==> src/design/tfn_fifo.sv <==
module tfn_fifo #(
   parameter int WIDTH = 8,
   parameter int DEPTH = 4
) (
   input  logic             clock,
   input  logic             reset,
   input  logic             push,
   input  logic [WIDTH-1:0] push_data,
   output logic             full,
   input  logic             pop,
   output logic             empty,
   output logic [WIDTH-1:0] pop_data
);

   localparam int AW = (DEPTH > 1) ? $clog2(DEPTH) : 1;
   localparam int CW = $clog2(DEPTH + 1);

   logic [WIDTH-1:0] mem_ff [DEPTH];
   logic [AW-1:0]    wr_ptr_ff, rd_ptr_ff;
   logic [CW-1:0]    count_ff;
   logic             do_push, do_pop;

   assign full     = (count_ff == CW'(DEPTH));
   assign empty    = (count_ff == '0);
   assign do_push  = push && !full;
   assign do_pop   = pop && !empty;
   assign pop_data = mem_ff[rd_ptr_ff];

   // store incoming request
   always_ff @(posedge clock) begin
      if (do_push) begin
         mem_ff[wr_ptr_ff] <= push_data;
      end
   end

   // advance pointers and count
   always_ff @(posedge clock) begin
      if (reset) begin
         wr_ptr_ff <= '0;
         rd_ptr_ff <= '0;
         count_ff  <= '0;
      end else begin
         if (do_push) begin
            wr_ptr_ff <= (wr_ptr_ff == AW'(DEPTH - 1)) ? '0 : wr_ptr_ff + 1'b1;
         end
         if (do_pop) begin
            rd_ptr_ff <= (rd_ptr_ff == AW'(DEPTH - 1)) ? '0 : rd_ptr_ff + 1'b1;
         end
         if (do_push && !do_pop) begin
            count_ff <= count_ff + 1'b1;
         end else if (do_pop && !do_push) begin
            count_ff <= count_ff - 1'b1;
         end
      end
   end

endmodule

==> config.mk <==
export PLATFORM = sky130hd
export DESIGN_NAME = tfn_fifo
export DESIGN_NICKNAME = d
export VERILOG_FILES = /design/src/design/tfn_fifo.sv
export SDC_FILE = /design/constraint.sdc
export NUM_CORES = 1
export LEC_CHECK = 0
export BUFFER_PORTS_ARGS = -buffer_cell sky130_fd_sc_hd__buf_2
export CAP_MARGIN = 5
export CORE_UTILIZATION = 50
export DETAILED_ROUTE_END_ITERATION = 8
export GPL_TIMING_DRIVEN = 0
export PLACE_DENSITY = 0.84
export SYNTH_ARGS = -nofsm -noshare
export SYNTH_HDL_FRONTEND = slang
export SYNTH_SLANG_ARGS = --single-unit
==> constraint.sdc <==
create_clock -name clock -period 2.3 [get_ports clock]
set_clock_uncertainty 0.2 [all_clocks]
set_input_delay 0.23 -clock clock [delete_from_list [all_inputs] [get_ports clock]]
set_output_delay 0.23 -clock clock [all_outputs]
set_load 0.01 [all_outputs]
==> results.cfg <==
[clock_tree]
clk_pin_slew_ns = 0.11
cts_buffer_depth = 2
cts_root_buf = clkbuf_4
cts_tree = yes
clk_latency_ns = 0.34
cts_buffers = 5
cts_num_sinks = 41
cts_max_level = 2

[layout]
layout.cells.non_filler = 177
syn2layout_area_growth_pct = 23.0
fill_cells = 233
layout-drive-gt1-share_pct = 42.9
layout.nets = 151
diodes = 0
final_util_pct = 65.7

[global_route]
global_route.usage.met1_pct = 19.5
grt.total_usage_pct = 18.1
antenna_found_initial = 0
grt_pass1_vias = 1000
met3_usage_pct = 6.77
grt_pass1_wl_um = 4340
grt_max_degree = 14
globalRouteOverflowTotal = 0
busiest_layer = met2
grt_util_met2_pct = 31.0

[die]
rows = 20
die-area_um2 = 3520
fp.dieH_um = 59.4
start_util_pct = 53.5
core-area_um2 = 3080
die_w_um = 59.4
ioPinCount = 22

[power]
p_per_area_nw_per_um2 = 941
p_total_mw = 1.90
ir_drop_uv = 607
power.leakage_nw = 0.749

[synthesis]
yosysWarningCount = 0
synth_area_um2 = 1650
ys_ff_latch = 41
postSynthCellCount = 92
synth_nets = 111
syn_area_per_cell_um2 = 17.9
ys_types = 26
ys_seq_area_share_pct = 69.4

[placed_design]
dp_hpwl_um = 1840
dp_cells = 156
gp_congestion = 0.694
io_buffers = 20

[routing]
vias = 903
post_drt_wl_per_cell_um = 15.1
wl_um = 2680
final_antenna_net_count = 0
viasPerCell = 5.10
drt_pre_antenna_iters = 4
drc = 0
drt-initial-drc-count = 26

[sta]
finalSetupViolCount = 0
max_slew_margin_pct = 70.3
period_share_pct = 96.0
tightest_slew_ns = 0.445
post-route-min-period_ns = 2.21
final_hold_viol_count = 0
maxSlewViolCount = 0
tns_ns = 0
hold_ws_ns = 0.0489
rsz0062_at_grt = true
clock.fmax_mhz = 453

[worst_hold_path]
min_from = reset
holdCritPathClass = in -> reg

[worst_setup_path]
cp_max_fo = 3
required_ns = 2.37
timing.rr.start = count_ff[2]
critical_path.startpoint = count_ff[2]
cp-endpoint = count_ff[2]
crit_arrival_ns = 2.28
r2r-end = count_ff[2]
critPathLaunchType = register
r2r_slack_ns = 0.09
critPathKind = reg -> reg
cp-end-kind = register
reg2reg_depth = 10

[flow_run]
maxCapViolations = 0

[run_status]
status = finished clean
[routing by layer]
layer  wire length, µm  vias up
li1                  -      433
met1               984      443
met2              1520       21
met4                48        0
met3               123        6
met5                 0        -
[registers in the layout (all words and copies together), names as in the netlist, named ones only]
register and count:
wr_ptr_ff 2, count_ff 3, rd_ptr_ff 2, mem_ff 32
[critical path, cell delays in order, from the launching register on]
cell and delay (ns):
dfxtp_4 0.37, or3b_1 0.17, buf_6 0.10, clkinv_4 0.05, nor2_4 0.11, ha_4 0.15
inv_2 0.04, fa_2 0.34, xor2_1 0.16, or3_4 0.33, a21oi_2 0.11
[cells in the final DEF (no fill, tap or decap)]
master | Yosys | routed
and3_2 | 4 | 4
edfxtp_1 | 32 | 32
clkbuf_1 | 1 | 1
buf_2 | 1 | 21
o31ai_2 | 2 | 1
dlygate4sd3_1 | 0 | 9
mux4_2 | 8 | 8
nor3_1 | 2 | 2
o31ai_4 | 0 | 1
ha_1 | 6 | 5
inv_2 | 0 | 1
buf_6 | 1 | 1
nor2_4 | 0 | 1
clkinv_2 | 0 | 1
or3_4 | 0 | 1
dfxtp_4 | 0 | 3
o21ai_0 | 1 | 1
clkinv_4 | 1 | 2
xor2_1 | 2 | 2
dfxtp_1 | 9 | 6
clkbuf_4 | 0 | 5
inv_1 | 4 | 3
nand2_1 | 1 | 1
nand3_1 | 2 | 2
nor2_1 | 3 | 3
a21oi_1 | 3 | 2
or3b_1 | 1 | 1
o21ai_1 | 1 | 1
mux2i_1 | 2 | 2
buf_1 | 1 | 1
fa_2 | 0 | 1
buf_4 | 0 | 4
or3_1 | 1 | 1
ha_4 | 0 | 1
clkinv_1 | 0 | 1
a21oi_2 | 0 | 1
[worst min-delay path by stage]
stage / to / slack [ns] / cells past startpoint
2_1_floorplan: mem_ff[0][0] / 0.13 / 0
3_3_place_gp: mem_ff[0][0] / 0.24 / 1
3_5_place_dp: mem_ff[2][1] / 0.25 / 1
4_1_cts: count_ff[0] / 0.04 / 2
5_1_grt: register / 0.06 / 4
6_report: count_ff[1] / 0.05 / 2
[where the power goes]
group          internal [mW]  total [mW]  switching (mW)
Sequential             0.913       0.973          0.0603
Combinational          0.315       0.593           0.278
Clock                  0.116       0.337           0.221
Total                   1.34        1.90           0.560
[synthesized netlist by cell type]
cell	count	area share (%)
a21oi_1	3	0.91
o21ai_1	1	0.30
nor2_2	1	0.38
edfxtp_1	32	58
clkinv_4	1	0.53
fa_1	1	1.2
buf_6	1	0.68
mux4_2	8	11
o21ai_0	1	0.30
buf_2	1	0.30
ha_1	6	4.6
or3b_1	1	0.53
inv_1	4	0.91
clkbuf_1	1	0.23
xor2_1	2	1.1
o31ai_2	2	1.5
or3_2	1	0.46
nand2_1	1	0.23
nor2_1	3	0.68
buf_1	1	0.23
or3_1	1	0.38
dfxtp_1	9	11
and3_2	4	1.8
nand3_1	2	0.61
nor3_1	2	0.61
mux2i_1	2	1.2
[cell type report]
cell class	count	area (µm²)	area share, %
inverter	5	23.8	1.18
clock buffer	5	37.5	1.86
tap	44	55.1	2.72
sequential	41	1150	57.0
multi-input combinational	42	493	24.4
timing repair buffer	33	220	10.9
buffer	4	23.8	1.18
clock inverter	3	17.5	0.866
[through the flow]
stage | setup WS, ns | cell area (µm²)
after floorplan | 0.0172 | 1660
after global placement | -0.0788 | 1810
after detailed placement | -0.151 | 1810
after CTS | 0.0395 | 2010
after global routing | 0.00153 | 2020
final | 0.0922 | 2020
[kinds of logic after synthesis]
group,after synthesis,synth area share (%)
flops,41,69.4
simple gates,16,5.70
mux,10,12.2
buf+inv,9,2.89
compound gates,7,3.04
fa+ha+maj,7,5.78
xor+xnor,2,1.06
[what timing repair did]
action                     CTS  global route
setup buffers                4             0
hold endpoints to repair    34             0
gates cloned                 0             0
pin swaps                    3             1
hold buffers                 9             0
setup endpoints to repair    1             1
gates resized for setup      8             1
(Power assumes the default switching activity.)
